$ cat src/rtl/core/pvrc_pkg.sv
// Shared types and constants for the PIN verify / retry counter block.
// Holds command and status codes, payload structs and the front-to-back record.
// No dependencies.
package pvrc_pkg;

  localparam int unsigned PIN_LEN_W = 7;
  localparam int unsigned RETRY_W   = 4;
  localparam int unsigned SW_W      = 15;
  localparam int unsigned CFG_IDX_W = 2;

  localparam logic [SW_W-1:0] SW_BASE = 15'h63C0;

  localparam logic [CFG_IDX_W-1:0] REG_MIN_PIN_LEN = 2'd0;
  localparam logic [CFG_IDX_W-1:0] REG_MAX_PIN_LEN = 2'd1;

  typedef enum logic [2:0] {
    CMD_VERIFY      = 3'd0,
    CMD_CREATE      = 3'd1,
    CMD_UPDATE      = 3'd2,
    CMD_CLEAR       = 3'd3,
    CMD_SET_RETRIES = 3'd4
  } cmd_e;

  typedef enum logic [1:0] {
    ST_OK          = 2'd0,
    ST_LEN_INVALID = 2'd1,
    ST_AUTH_FAILED = 2'd2,
    ST_NO_PIN      = 2'd3
  } status_e;

  typedef struct packed {
    cmd_e       cmd;
    logic [7:0] pin_byte;
    logic       byte_valid;
    logic       byte_last;
    logic [7:0] retry_limit;
  } in_item_t;

  typedef struct packed {
    status_e             status;
    logic                validated;
    logic [RETRY_W-1:0]  retries_left;
    logic [SW_W-1:0]     status_word;
  } out_item_t;

  // One classified item as the front hands it to the back.
  typedef struct packed {
    cmd_e       cmd;
    logic [7:0] pin_byte;
    logic       kept;       // byte goes into the PIN buffers
    logic       last;
    logic       overflow;   // run has dropped a byte so far
    logic [7:0] retry_limit;
  } front_rec_t;

endpackage

$ cat src/rtl/core/pvrc_ram.sv
// One PIN byte bank: single write port, single registered read port.
// A read of the address written in the same cycle returns the new byte.
// Uses no package.
module pvrc_ram #(
  parameter int unsigned DEPTH = 64
) (
  input  logic                     clk_i,
  input  logic                     rd_en_i,
  input  logic [$clog2(DEPTH)-1:0] rd_addr_i,
  output logic [7:0]               rd_data_o,
  input  logic                     wr_en_i,
  input  logic [$clog2(DEPTH)-1:0] wr_addr_i,
  input  logic [7:0]               wr_data_i
);

  logic [7:0] mem_q [DEPTH];
  logic [7:0] rd_data_q;

  always_ff @(posedge clk_i) begin
    if (wr_en_i) begin
      mem_q[wr_addr_i] <= wr_data_i;
    end
  end

  always_ff @(posedge clk_i) begin
    if (rd_en_i) begin
      if (wr_en_i && (wr_addr_i == rd_addr_i)) begin
        rd_data_q <= wr_data_i;
      end else begin
        rd_data_q <= mem_q[rd_addr_i];
      end
    end
  end

  assign rd_data_o = rd_data_q;

endmodule

$ cat src/rtl/core/pvrc_front.sv
// Front end: accepts input items, counts PIN bytes of the current run and
// marks dropped (overlong) bytes. Depends on pvrc_pkg.
module pvrc_front import pvrc_pkg::*; #(
  parameter int unsigned MAX_PIN_BYTES = 64
) (
  input  logic                                 clk_i,
  input  logic                                 rst_ni,
  input  logic                                 in_valid_i,
  output logic                                 in_ready_o,
  input  in_item_t                             in_i,
  output logic                                 push_valid_o,
  input  logic                                 push_ready_i,
  output front_rec_t                           push_rec_o,
  output logic [$clog2(MAX_PIN_BYTES+1)-1:0]   push_len_o
);

  localparam int unsigned CW = $clog2(MAX_PIN_BYTES + 1);
  localparam logic [CW-1:0] MAX_CNT = CW'(MAX_PIN_BYTES);

  logic [CW-1:0] count_q, count_d;
  logic          ovf_q, ovf_d;
  logic          kept;
  logic          accept;

  assign accept       = in_valid_i && push_ready_i;
  assign in_ready_o   = push_ready_i;
  assign push_valid_o = in_valid_i;

  assign kept    = in_i.byte_valid && (count_q < MAX_CNT);
  assign count_d = count_q + CW'(kept);
  assign ovf_d   = ovf_q || (in_i.byte_valid && !kept);

  always_comb begin
    push_rec_o.cmd         = in_i.cmd;
    push_rec_o.pin_byte    = in_i.pin_byte;
    push_rec_o.kept        = kept;
    push_rec_o.last        = in_i.byte_last;
    push_rec_o.overflow    = ovf_d;
    push_rec_o.retry_limit = in_i.retry_limit;
    push_len_o             = count_d;
  end

  always_ff @(posedge clk_i or negedge rst_ni) begin
    if (!rst_ni) begin
      count_q <= '0;
      ovf_q   <= 1'b0;
    end else if (accept) begin
      // restart the byte count after the item that ends a command
      if (in_i.byte_last) begin
        count_q <= '0;
        ovf_q   <= 1'b0;
      end else begin
        count_q <= count_d;
        ovf_q   <= ovf_d;
      end
    end
  end

endmodule

$ cat src/rtl/core/pvrc_queue.sv
// Two-entry queue between the front end and the back end.
// Generic width; uses no package.
module pvrc_queue #(
  parameter int unsigned WIDTH = 32
) (
  input  logic             clk_i,
  input  logic             rst_ni,
  input  logic             push_valid_i,
  output logic             push_ready_o,
  input  logic [WIDTH-1:0] push_data_i,
  output logic             pop_valid_o,
  input  logic             pop_ready_i,
  output logic [WIDTH-1:0] pop_data_o
);

  logic [WIDTH-1:0] entry_q [2];
  logic             wr_ptr_q, rd_ptr_q;
  logic [1:0]       cnt_q;
  logic             push, pop;

  assign push_ready_o = (cnt_q != 2'd2);
  assign pop_valid_o  = (cnt_q != 2'd0);
  assign pop_data_o   = entry_q[rd_ptr_q];
  assign push         = push_valid_i && push_ready_o;
  assign pop          = pop_valid_o && pop_ready_i;

  always_ff @(posedge clk_i) begin
    if (push) begin
      entry_q[wr_ptr_q] <= push_data_i;
    end
  end

  always_ff @(posedge clk_i or negedge rst_ni) begin
    if (!rst_ni) begin
      wr_ptr_q <= 1'b0;
      rd_ptr_q <= 1'b0;
      cnt_q    <= 2'd0;
    end else begin
      if (push) wr_ptr_q <= ~wr_ptr_q;
      if (pop)  rd_ptr_q <= ~rd_ptr_q;
      cnt_q <= cnt_q + {1'b0, push} - {1'b0, pop};
    end
  end

endmodule

$ cat src/rtl/core/pvrc_back.sv
// Back end: reads the stored PIN byte, compares, stages the new byte and runs
// the command on the last item of a run. Two banks swap roles on commit.
// Depends on pvrc_pkg and pvrc_ram.
module pvrc_back import pvrc_pkg::*; #(
  parameter int unsigned MAX_PIN_BYTES = 64,
  parameter int unsigned RETRY_CAP     = 15
) (
  input  logic                               clk_i,
  input  logic                               rst_ni,
  input  logic                               pop_valid_i,
  output logic                               pop_ready_o,
  input  front_rec_t                         pop_rec_i,
  input  logic [$clog2(MAX_PIN_BYTES+1)-1:0] pop_len_i,
  input  logic [PIN_LEN_W-1:0]               min_len_i,
  input  logic [PIN_LEN_W-1:0]               max_len_i,
  output logic                               out_valid_o,
  input  logic                               out_ready_i,
  output out_item_t                          out_o
);

  localparam int unsigned CW = $clog2(MAX_PIN_BYTES + 1);
  localparam int unsigned AW = $clog2(MAX_PIN_BYTES);
  localparam int unsigned LW = (CW > PIN_LEN_W) ? CW : PIN_LEN_W;
  localparam logic [RETRY_W-1:0] MAX_RL = RETRY_W'(RETRY_CAP);
  localparam logic [7:0]         MAX_LIMIT = 8'(RETRY_CAP);

  // compare stage
  logic          b_vld_q;
  front_rec_t    b_rec_q;
  logic [CW-1:0] b_len_q;
  logic [AW-1:0] b_idx, rd_idx;
  logic          b_fire, pop, out_free;

  // command state
  logic [CW-1:0]      stored_len_q, stored_len_d;
  logic               present_q, present_d;
  logic [RETRY_W-1:0] retry_q, retry_d;
  logic [RETRY_W-1:0] default_q, default_d;
  logic               validated_q, validated_d;
  logic               stored_bank_q, stored_bank_d;
  logic               miss_q;

  logic [7:0]         rd0, rd1, stored_byte;
  logic               byte_miss, miss_all;
  logic               len_bad, limit_bad;
  status_e            status;
  logic [RETRY_W-1:0] rl, cur_cnt, rl_out, rl_clamp;
  logic               use_cur;
  logic               out_valid_q;
  out_item_t          out_q;

  assign out_free    = !out_valid_q || out_ready_i;
  assign b_fire      = b_vld_q && (!b_rec_q.last || out_free);
  assign pop_ready_o = !b_vld_q || b_fire;
  assign pop         = pop_valid_i && pop_ready_o;

  assign rd_idx = AW'(pop_len_i - CW'(1));
  assign b_idx  = AW'(b_len_q - CW'(1));

  // staging bank is the one not holding the stored PIN
  pvrc_ram #(.DEPTH(MAX_PIN_BYTES)) u_bank0 (
    .clk_i     (clk_i),
    .rd_en_i   (pop),
    .rd_addr_i (rd_idx),
    .rd_data_o (rd0),
    .wr_en_i   (b_fire && b_rec_q.kept && stored_bank_q),
    .wr_addr_i (b_idx),
    .wr_data_i (b_rec_q.pin_byte)
  );

  pvrc_ram #(.DEPTH(MAX_PIN_BYTES)) u_bank1 (
    .clk_i     (clk_i),
    .rd_en_i   (pop),
    .rd_addr_i (rd_idx),
    .rd_data_o (rd1),
    .wr_en_i   (b_fire && b_rec_q.kept && !stored_bank_q),
    .wr_addr_i (b_idx),
    .wr_data_i (b_rec_q.pin_byte)
  );

  assign stored_byte = stored_bank_q ? rd1 : rd0;
  // index at or past the stored length counts as a mismatch
  assign byte_miss = b_rec_q.kept &&
                     ((b_len_q > stored_len_q) || (stored_byte != b_rec_q.pin_byte));
  assign miss_all  = miss_q || byte_miss;

  assign len_bad   = b_rec_q.overflow || (LW'(b_len_q) < LW'(min_len_i)) ||
                     (LW'(b_len_q) > LW'(max_len_i));
  assign limit_bad = (b_rec_q.retry_limit == 8'd0) || (b_rec_q.retry_limit > MAX_LIMIT);

  always_comb begin
    stored_len_d  = stored_len_q;
    present_d     = present_q;
    retry_d       = retry_q;
    default_d     = default_q;
    validated_d   = validated_q;
    stored_bank_d = stored_bank_q;
    status        = ST_OK;
    rl            = '0;
    use_cur       = 1'b1;
    case (b_rec_q.cmd)
      CMD_VERIFY: begin
        validated_d = 1'b0;
        if (len_bad) begin
          status = ST_LEN_INVALID;
        end else if (!present_q) begin
          status  = ST_NO_PIN;
          use_cur = 1'b0;
        end else if (retry_q == '0) begin
          status  = ST_AUTH_FAILED;
          use_cur = 1'b0;
        end else if (miss_all || (b_len_q != stored_len_q)) begin
          retry_d = retry_q - RETRY_W'(1);
          status  = ST_AUTH_FAILED;
          rl      = retry_d;
          use_cur = 1'b0;
        end else begin
          rl          = retry_q;
          use_cur     = 1'b0;
          retry_d     = default_q;
          validated_d = 1'b1;
        end
      end
      CMD_CREATE: begin
        if (limit_bad || b_rec_q.overflow) begin
          status = ST_LEN_INVALID;
        end else begin
          stored_bank_d = ~stored_bank_q;
          stored_len_d  = b_len_q;
          present_d     = 1'b1;
          retry_d       = RETRY_W'(b_rec_q.retry_limit);
          default_d     = RETRY_W'(b_rec_q.retry_limit);
        end
      end
      CMD_UPDATE: begin
        if (len_bad) begin
          status = ST_LEN_INVALID;
        end else begin
          validated_d = 1'b0;
          if (!present_q) begin
            status = ST_NO_PIN;
          end else begin
            stored_bank_d = ~stored_bank_q;
            stored_len_d  = b_len_q;
            retry_d       = default_q;
          end
        end
      end
      CMD_CLEAR: begin
        if (!present_q) begin
          status = ST_NO_PIN;
        end else begin
          stored_len_d = '0;
          retry_d      = default_q;
        end
      end
      CMD_SET_RETRIES: begin
        if (limit_bad) begin
          status = ST_LEN_INVALID;
        end else if (!present_q) begin
          status = ST_NO_PIN;
        end else begin
          retry_d   = RETRY_W'(b_rec_q.retry_limit);
          default_d = RETRY_W'(b_rec_q.retry_limit);
        end
      end
      default: begin
        status = ST_LEN_INVALID;
      end
    endcase
    cur_cnt  = (present_d && (stored_len_d != '0)) ? retry_d : '0;
    rl_out   = use_cur ? cur_cnt : rl;
    rl_clamp = (rl_out > MAX_RL) ? MAX_RL : rl_out;
  end

  always_ff @(posedge clk_i) begin
    if (pop) begin
      b_rec_q <= pop_rec_i;
      b_len_q <= pop_len_i;
    end
    if (b_fire && b_rec_q.last) begin
      out_q.status       <= status;
      out_q.validated    <= validated_d;
      out_q.retries_left <= rl_out;
      out_q.status_word  <= SW_BASE + SW_W'(rl_clamp);
    end
  end

  always_ff @(posedge clk_i or negedge rst_ni) begin
    if (!rst_ni) begin
      b_vld_q       <= 1'b0;
      miss_q        <= 1'b0;
      out_valid_q   <= 1'b0;
      stored_len_q  <= '0;
      present_q     <= 1'b0;
      retry_q       <= '0;
      default_q     <= '0;
      validated_q   <= 1'b0;
      stored_bank_q <= 1'b0;
    end else begin
      if (pop) begin
        b_vld_q <= 1'b1;
      end else if (b_fire) begin
        b_vld_q <= 1'b0;
      end
      if (b_fire) begin
        miss_q <= b_rec_q.last ? 1'b0 : miss_all;
      end
      if (b_fire && b_rec_q.last) begin
        out_valid_q   <= 1'b1;
        stored_len_q  <= stored_len_d;
        present_q     <= present_d;
        retry_q       <= retry_d;
        default_q     <= default_d;
        validated_q   <= validated_d;
        stored_bank_q <= stored_bank_d;
      end else if (out_ready_i) begin
        out_valid_q <= 1'b0;
      end
    end
  end

  assign out_valid_o = out_valid_q;
  assign out_o       = out_q;

endmodule

$ cat src/rtl/core/pin_verify_retry_counter_top.sv
// PIN store with retry counter: input item channel, result channel and a
// register write port for the PIN length limits.
// A command is a run of input items, one PIN byte each, ended by byte_last.
// Only the last item of a run yields a result. The block accepts one item
// per cycle, every cycle, as long as the front queue has room; the compare
// stage reads one byte of the stored PIN per item from a memory bank, which
// sets that rate.
// The last item of a run passes through the queue and the compare stage
// register before its result is registered and drives out_valid_o.
// If the receiver stalls, the result is held in the output register; the
// compare stage and a two-entry queue keep taking items until that stage
// holds the next last item; in_ready_o drops once the queue is full.
// Reset clears the counters, the validated flag and the PIN-present flag and
// sets the length limits to 0 and 64. The PIN memories are not cleared; a
// byte is never compared beyond the stored length, so none is needed.
// Configuration writes are always ready; limits are checked at each run's last item.
// Depends on pvrc_pkg, pvrc_front, pvrc_queue and pvrc_back.
module pin_verify_retry_counter_top import pvrc_pkg::*; #(
  parameter int unsigned MAX_PIN_BYTES = 64,
  parameter int unsigned RETRY_CAP     = 15
) (
  input  logic                 clk_i,
  input  logic                 rst_ni,
  input  logic                 in_valid_i,
  output logic                 in_ready_o,
  input  in_item_t             in_i,
  output logic                 out_valid_o,
  input  logic                 out_ready_i,
  output out_item_t            out_o,
  input  logic                 cfg_valid_i,
  output logic                 cfg_ready_o,
  input  logic [CFG_IDX_W-1:0] cfg_idx_i,
  input  logic [PIN_LEN_W-1:0] cfg_data_i
);

  localparam int unsigned CW    = $clog2(MAX_PIN_BYTES + 1);
  localparam int unsigned REC_W = $bits(front_rec_t);
  localparam int unsigned Q_W   = REC_W + CW;

  logic [PIN_LEN_W-1:0] min_len_q, max_len_q;

  logic          f_valid, f_ready;
  front_rec_t    f_rec;
  logic [CW-1:0] f_len;
  logic          q_valid, q_ready;
  logic [Q_W-1:0] q_data;
  front_rec_t    q_rec;
  logic [CW-1:0] q_len;

  assign cfg_ready_o = 1'b1;

  always_ff @(posedge clk_i or negedge rst_ni) begin
    if (!rst_ni) begin
      min_len_q <= PIN_LEN_W'(0);
      max_len_q <= PIN_LEN_W'(64);
    end else if (cfg_valid_i) begin
      unique case (cfg_idx_i)
        REG_MIN_PIN_LEN: min_len_q <= cfg_data_i;
        REG_MAX_PIN_LEN: max_len_q <= cfg_data_i;
        default: ;
      endcase
    end
  end

  pvrc_front #(.MAX_PIN_BYTES(MAX_PIN_BYTES)) u_front (
    .clk_i        (clk_i),
    .rst_ni       (rst_ni),
    .in_valid_i   (in_valid_i),
    .in_ready_o   (in_ready_o),
    .in_i         (in_i),
    .push_valid_o (f_valid),
    .push_ready_i (f_ready),
    .push_rec_o   (f_rec),
    .push_len_o   (f_len)
  );

  pvrc_queue #(.WIDTH(Q_W)) u_queue (
    .clk_i        (clk_i),
    .rst_ni       (rst_ni),
    .push_valid_i (f_valid),
    .push_ready_o (f_ready),
    .push_data_i  ({f_len, f_rec}),
    .pop_valid_o  (q_valid),
    .pop_ready_i  (q_ready),
    .pop_data_o   (q_data)
  );

  assign q_rec = front_rec_t'(q_data[REC_W-1:0]);
  assign q_len = q_data[Q_W-1:REC_W];

  pvrc_back #(
    .MAX_PIN_BYTES (MAX_PIN_BYTES),
    .RETRY_CAP     (RETRY_CAP)
  ) u_back (
    .clk_i       (clk_i),
    .rst_ni      (rst_ni),
    .pop_valid_i (q_valid),
    .pop_ready_o (q_ready),
    .pop_rec_i   (q_rec),
    .pop_len_i   (q_len),
    .min_len_i   (min_len_q),
    .max_len_i   (max_len_q),
    .out_valid_o (out_valid_o),
    .out_ready_i (out_ready_i),
    .out_o       (out_o)
  );

endmodule
$ cat config.mk
export PLATFORM = sky130hd
export DESIGN_NAME = pin_verify_retry_counter_top
export DESIGN_NICKNAME = d
export VERILOG_FILES = /design/src/rtl/core/pvrc_pkg.sv /design/src/rtl/core/pvrc_ram.sv /design/src/rtl/core/pvrc_front.sv /design/src/rtl/core/pvrc_queue.sv /design/src/rtl/core/pvrc_back.sv /design/src/rtl/core/pin_verify_retry_counter_top.sv
export SDC_FILE = /design/constraint.sdc
export NUM_CORES = 2
export LEC_CHECK = 0
export ABC_AREA = 1
export BUFFER_PORTS_ARGS = -buffer_cell sky130_fd_sc_hd__buf_2
export CELL_PAD_IN_SITES_DETAIL_PLACEMENT = 1
export CELL_PAD_IN_SITES_GLOBAL_PLACEMENT = 1
export CORE_MARGIN = 4
export CORE_UTILIZATION = 30
export DETAILED_ROUTE_END_ITERATION = 16
export PLACE_DENSITY = 0.56
export SYNTH_ARGS = -nofsm -noshare
export SYNTH_HDL_FRONTEND = slang
export SYNTH_HIERARCHICAL = 1
export SYNTH_SLANG_ARGS = --single-unit
$ cat constraint.sdc
create_clock -name clk_i -period 3.3 [get_ports clk_i]
set_input_delay 0.66 -clock clk_i [delete_from_list [all_inputs] [get_ports clk_i]]
set_output_delay 0.66 -clock clk_i [all_outputs]
set_load 0.02 [all_outputs]
==> insert_results.sql <==
INSERT INTO impl_metrics (metric_group, metric, value, unit) VALUES
('status', 'status', 'complete, no violations', ''),
('clocking', 'clock_tree_from_tritoncts', 'yes', ''),
('floorplanning', 'floorplan.core_area', '168000', 'sq um'),
('yosys', 'synth_top_cell_by_area', 'sky130_fd_sc_hd__edfxtp_1', ''),
('yosys', 'post_synth_inst_count', '4502', ''),
('routing', 'drc', '0', ''),
('floorplanning', 'top_level_ports', '60', ''),
('clocking', 'clk_root_buffer_cell', 'sky130_fd_sc_hd__clkbuf_16', ''),
('placement', 'placedInstanceArea', '54300', 'sq um'),
('yosys', 'ys_seq_area_share', '69.5', '%'),
('yosys', 'post_synth_num_cell_types', '55', ''),
('worst_setup_path', 'critical_path_peak_fanout', '43', ''),
('power', 'share_seq_of_total_power', '30.2', '%'),
('routing', 'detailedRoute.firstPassIterationCount', '5', ''),
('floorplanning', 'die_height', '419', 'microns'),
('global_route', 'grt.total_usage', '17.3', '%'),
('clocking', 'cts_buffers', '135', ''),
('power', 'switching_power', '30.5', 'mW'),
('worst_setup_path', 'cp_data_required_time', '3.81', 'ns'),
('final_layout', 'post_route_standard_cell_area_excluding_fillers', '58600', 'sq um'),
('final_layout', 'n_fill_cell', '18265', ''),
('sta', 'finalSetupViolations', '0', ''),
('yosys', 'synth_top_flop_cell', 'sky130_fd_sc_hd__edfxtp_1', ''),
('worst_setup_path', 'crit_path_start_kind', 'register', ''),
('power', 'leakage', '21.8', 'nW'),
('power', 'power_density', '1150', 'nW/um^2'),
('sta', 'finalCriticalPeriod', '3.10', 'ns'),
('hold_path', 'hold-path-cell-count', '1', ''),
('final_layout', 'multiInputGateArea', '13200', 'sq um'),
('clocking', 'insertion_delay', '0.76', 'ns'),
('routing', 'wl_per_cell', '22.0', 'microns'),
('worst_setup_path', 'r2r_setup_slack', '0.20', 'ns'),
('power', 'power.share.clock', '22.1', '%'),
('final_layout', 'share_of_layout_cells_above_drive_strength_1', '12.1', '%'),
('clocking', 'ctsHtreeMaxLevel', '4', ''),
('routing', 'totalWireLength', '153000', 'microns'),
('clocking', 'post-cts-setup-buffers', '0', ''),
('final_layout', 'num-nets-final', '4734', ''),
('worst_setup_path', 'regToRegStartpoint', 'u_queue/rd_ptr_q$_DFFE_PN0P_', ''),
('placement', 'io_buffer_count', '47', ''),
('worst_setup_path', 'worst-setup-path-type', 'register to register', ''),
('floorplanning', 'fp.dieArea', '176000', 'sq um'),
('power', 'peakVddDrop', '989', 'uV'),
('worst_setup_path', 'setup.worst_path.end_class', 'register', ''),
('run', 'max_cap_viol_count', '0', ''),
('global_route', 'antenna_found_initial', '0', ''),
('placement', 'dp_cells', '6738', ''),
('global_route', 'global_route_wire_length_before_repair', '231000', 'microns'),
('power', 'comb_power_share', '47.7', '%'),
('sta', 'hold_vio_cnt_final', '0', ''),
('clocking', 'cts_buffer_depth', '3', ''),
('yosys', 'yosysMostFrequentCell', 'sky130_fd_sc_hd__nand2_1', ''),
('yosys', 'post_synthesis_async_set_or_reset_flop_share', '3.98', '%'),
('floorplanning', 'die_x_extent', '419', 'microns'),
('yosys', 'syn_area', '50700', 'sq um'),
('global_route', 'vias_in_the_first_global_route', '35445', ''),
('yosys', 'ys_top_cells_by_area', 'sky130_fd_sc_hd__edfxtp_1 (67%), sky130_fd_sc_hd__nand2_1 (11%), sky130_fd_sc_hd__nand3_1 (9.7%), sky130_fd_sc_hd__dfrtp_1 (2.3%), sky130_fd_sc_hd__buf_4 (1.2%)', ''),
('hold_path', 'worstHoldPathType', 'input port to register', ''),
('global_route', 'grt_remaining_overflow', '0', ''),
('worst_setup_path', 'cp_data_arrival_time', '3.60', 'ns'),
('clocking', 'clk_pin_slew_worst_paths', '0.06', 'ns'),
('sta', 'slew-limit-headroom', '26.2', '%'),
('final_layout', 'ff_latch_area', '35200', 'sq um'),
('yosys', 'synth_edf_count', '1134', ''),
('clocking', 'number_of_sinks_driven_by_the_clock_tree', '1181', ''),
('sta', 'post-route-period-util', '93.9', '%'),
('worst_setup_path', 'timing.critical_path.from', 'u_queue/rd_ptr_q$_DFFE_PN0P_', ''),
('hold_path', 'hp-start', 'in_i[18]', ''),
('yosys', 'postSynthRegisterBits', '1181', ''),
('placement', 'final_hpwl_from_detailed_placement', '94100', 'microns'),
('routing', 'vias', '34433', '');
repair_timing:
item / in CTS / in global routing
hold buffers: 1 / 0
setup endpoints to repair: 0 / 4
resized for setup: 0 / 2
endpoints found under the hold margin: 14 / 0
state kept, by name, indices dropped and copies added, names as in the netlist, 2 cells and up:
name	flops
u_back/retry_q	4
u_back/u_bank0/mem_q	512
u_back/u_bank0/rd_data_o	8
u_back/out_o	7
u_queue/cnt_q	2
u_back/stored_len_q	7
u_back/u_bank1/rd_data_o	8
u_back/default_q	4
u_back/u_bank1/mem_q	512
min_len_q	7
u_back/b_rec_q	22
max_len_q	7
u_queue/entry_q	58
u_back/b_len_q	7
u_front/count_q	7
metal layers:
metal | part of all wire [%] | track usage, % | up-vias
met5 | 0 | 0 | -
met4 | 2.3 | 4.61 | 0
met3 | 4.0 | 2.78 | 214
met2 | 48 | 28.8 | 618
met1 | 45 | 23.6 | 17627
li1 | - | - | 15974
worst paths after layout:
check                                                   endpoint
max                        u_back/u_bank0/rd_data_o[2]$_DFFE_PP_
min                             u_queue/entry_q[0][19]$_DFFE_PP_
max reg2reg                u_back/u_bank0/rd_data_o[2]$_DFFE_PP_
min reg2reg                             max_len_q[6]$_DFFE_PN1P_
max in group asynchronous         u_front/count_q[3]$_DFFE_PN0P_
min in group asynchronous          u_back/retry_q[1]$_DFFE_PN0P_
worst max-delay path: stages (launching register included):
cell	delay (ns)
sky130_fd_sc_hd__dfrtp_1	0.41
sky130_fd_sc_hd__inv_2	0.14
sky130_fd_sc_hd__nand2_1	0.07
sky130_fd_sc_hd__nand2_1	0.17
sky130_fd_sc_hd__inv_8	0.05
sky130_fd_sc_hd__ha_1	0.36
sky130_fd_sc_hd__inv_8	0.22
sky130_fd_sc_hd__buf_12	0.25
sky130_fd_sc_hd__buf_4	0.27
sky130_fd_sc_hd__nand3_1	0.10
sky130_fd_sc_hd__nand3_1	0.10
sky130_fd_sc_hd__nand3_1	0.08
sky130_fd_sc_hd__nand2_1	0.14
sky130_fd_sc_hd__nand2_1	0.09
sky130_fd_sc_hd__nand3_1	0.12
sky130_fd_sc_hd__nand2_1	0.07
sky130_fd_sc_hd__nand2_1	0.06
sky130_fd_sc_hd__nand2_1	0.05
layout make-up:
| type | count | area share [%] |
|---|---|---|
| diodes | 1 | 0.00427 |
| clock buffers | 173 | 6.13 |
| clock inverters | 69 | 1.27 |
| inverters | 127 | 0.898 |
| multi-input cells | 2918 | 22.5 |
| flip-flops and latches | 1181 | 60.1 |
| well taps | 2204 | 4.70 |
| repair buffers | 309 | 4.39 |
metrics by stage:
stage               setup WS [ns]  utilization, %  hold WS (ns)  setup TNS (ns)  power (mW)
finish                      0.203            35.0        0.0943               0        67.7
global route              -0.0205            35.0        0.0375         -0.0372        72.1
global placement            0.182            32.4         0.456               0        53.2
CTS                         0.154            35.0        0.0213               0        68.6
floorplan                  0.0282               -         0.364               0        40.4
detailed placement          0.175            32.4         0.460               0        53.5
logic make-up (layout without fill, tap and decap cells):
kind of cell,Yosys count,in the layout,synth area share (%)
and+or+nand+nor,2778,2778,23.7
DFF,1181,1181,69.5
other,3,13,0.0222
adders and majority gates,27,27,0.666
xor gates and xnor gates,16,16,0.306
buffers and inverters,412,678,4.77
AOI/OAI and AO/OA,85,85,1.04
layout by cell type (no fill, tap or decap), types with 5 or more instances in the layout:
cell type | netlist | final
sky130_fd_sc_hd__edfxtp_1 | 1134 | 1134
sky130_fd_sc_hd__dfrtp_1 | 46 | 46
sky130_fd_sc_hd__o21ai_1 | 5 | 5
sky130_fd_sc_hd__inv_6 | 2 | 10
sky130_fd_sc_hd__inv_1 | 107 | 102
sky130_fd_sc_hd__nand2_2 | 12 | 12
sky130_fd_sc_hd__nand3b_1 | 7 | 7
sky130_fd_sc_hd__o21ai_0 | 39 | 39
sky130_fd_sc_hd__ha_1 | 27 | 27
sky130_fd_sc_hd__nand3_1 | 978 | 978
sky130_fd_sc_hd__buf_2 | 98 | 47
sky130_fd_sc_hd__inv_8 | 0 | 5
sky130_fd_sc_hd__nand2_1 | 1553 | 1553
sky130_fd_sc_hd__nor2_1 | 149 | 148
sky130_fd_sc_hd__buf_4 | 84 | 232
sky130_fd_sc_hd__clkinv_2 | 0 | 21
sky130_fd_sc_hd__buf_12 | 0 | 28
sky130_fd_sc_hd__nor4_1 | 16 | 12
sky130_fd_sc_hd__a21oi_1 | 17 | 17
sky130_fd_sc_hd__clkinv_1 | 6 | 25
sky130_fd_sc_hd__bufinv_16 | 0 | 14
sky130_fd_sc_hd__nor3_1 | 5 | 5
sky130_fd_sc_hd__clkbuf_1 | 29 | 33
sky130_fd_sc_hd__xor2_2 | 2 | 6
sky130_fd_sc_hd__nand4_1 | 32 | 32
sky130_fd_sc_hd__inv_2 | 9 | 10
sky130_fd_sc_hd__conb_1 | 3 | 12
sky130_fd_sc_hd__clkbuf_16 | 0 | 137
power by group through the flow:
stage	sequential [mW]	combinational (mW)	clock (mW)
after CTS	20.5	32.8	15.3
after global placement	20.8	32.4	0
after floorplan	21.6	18.8	0
after global routing	20.6	35.6	16.0
final	20.5	32.3	14.9
after detailed placement	20.8	32.7	0
Note: power is estimated with default switching activity, not from simulation.
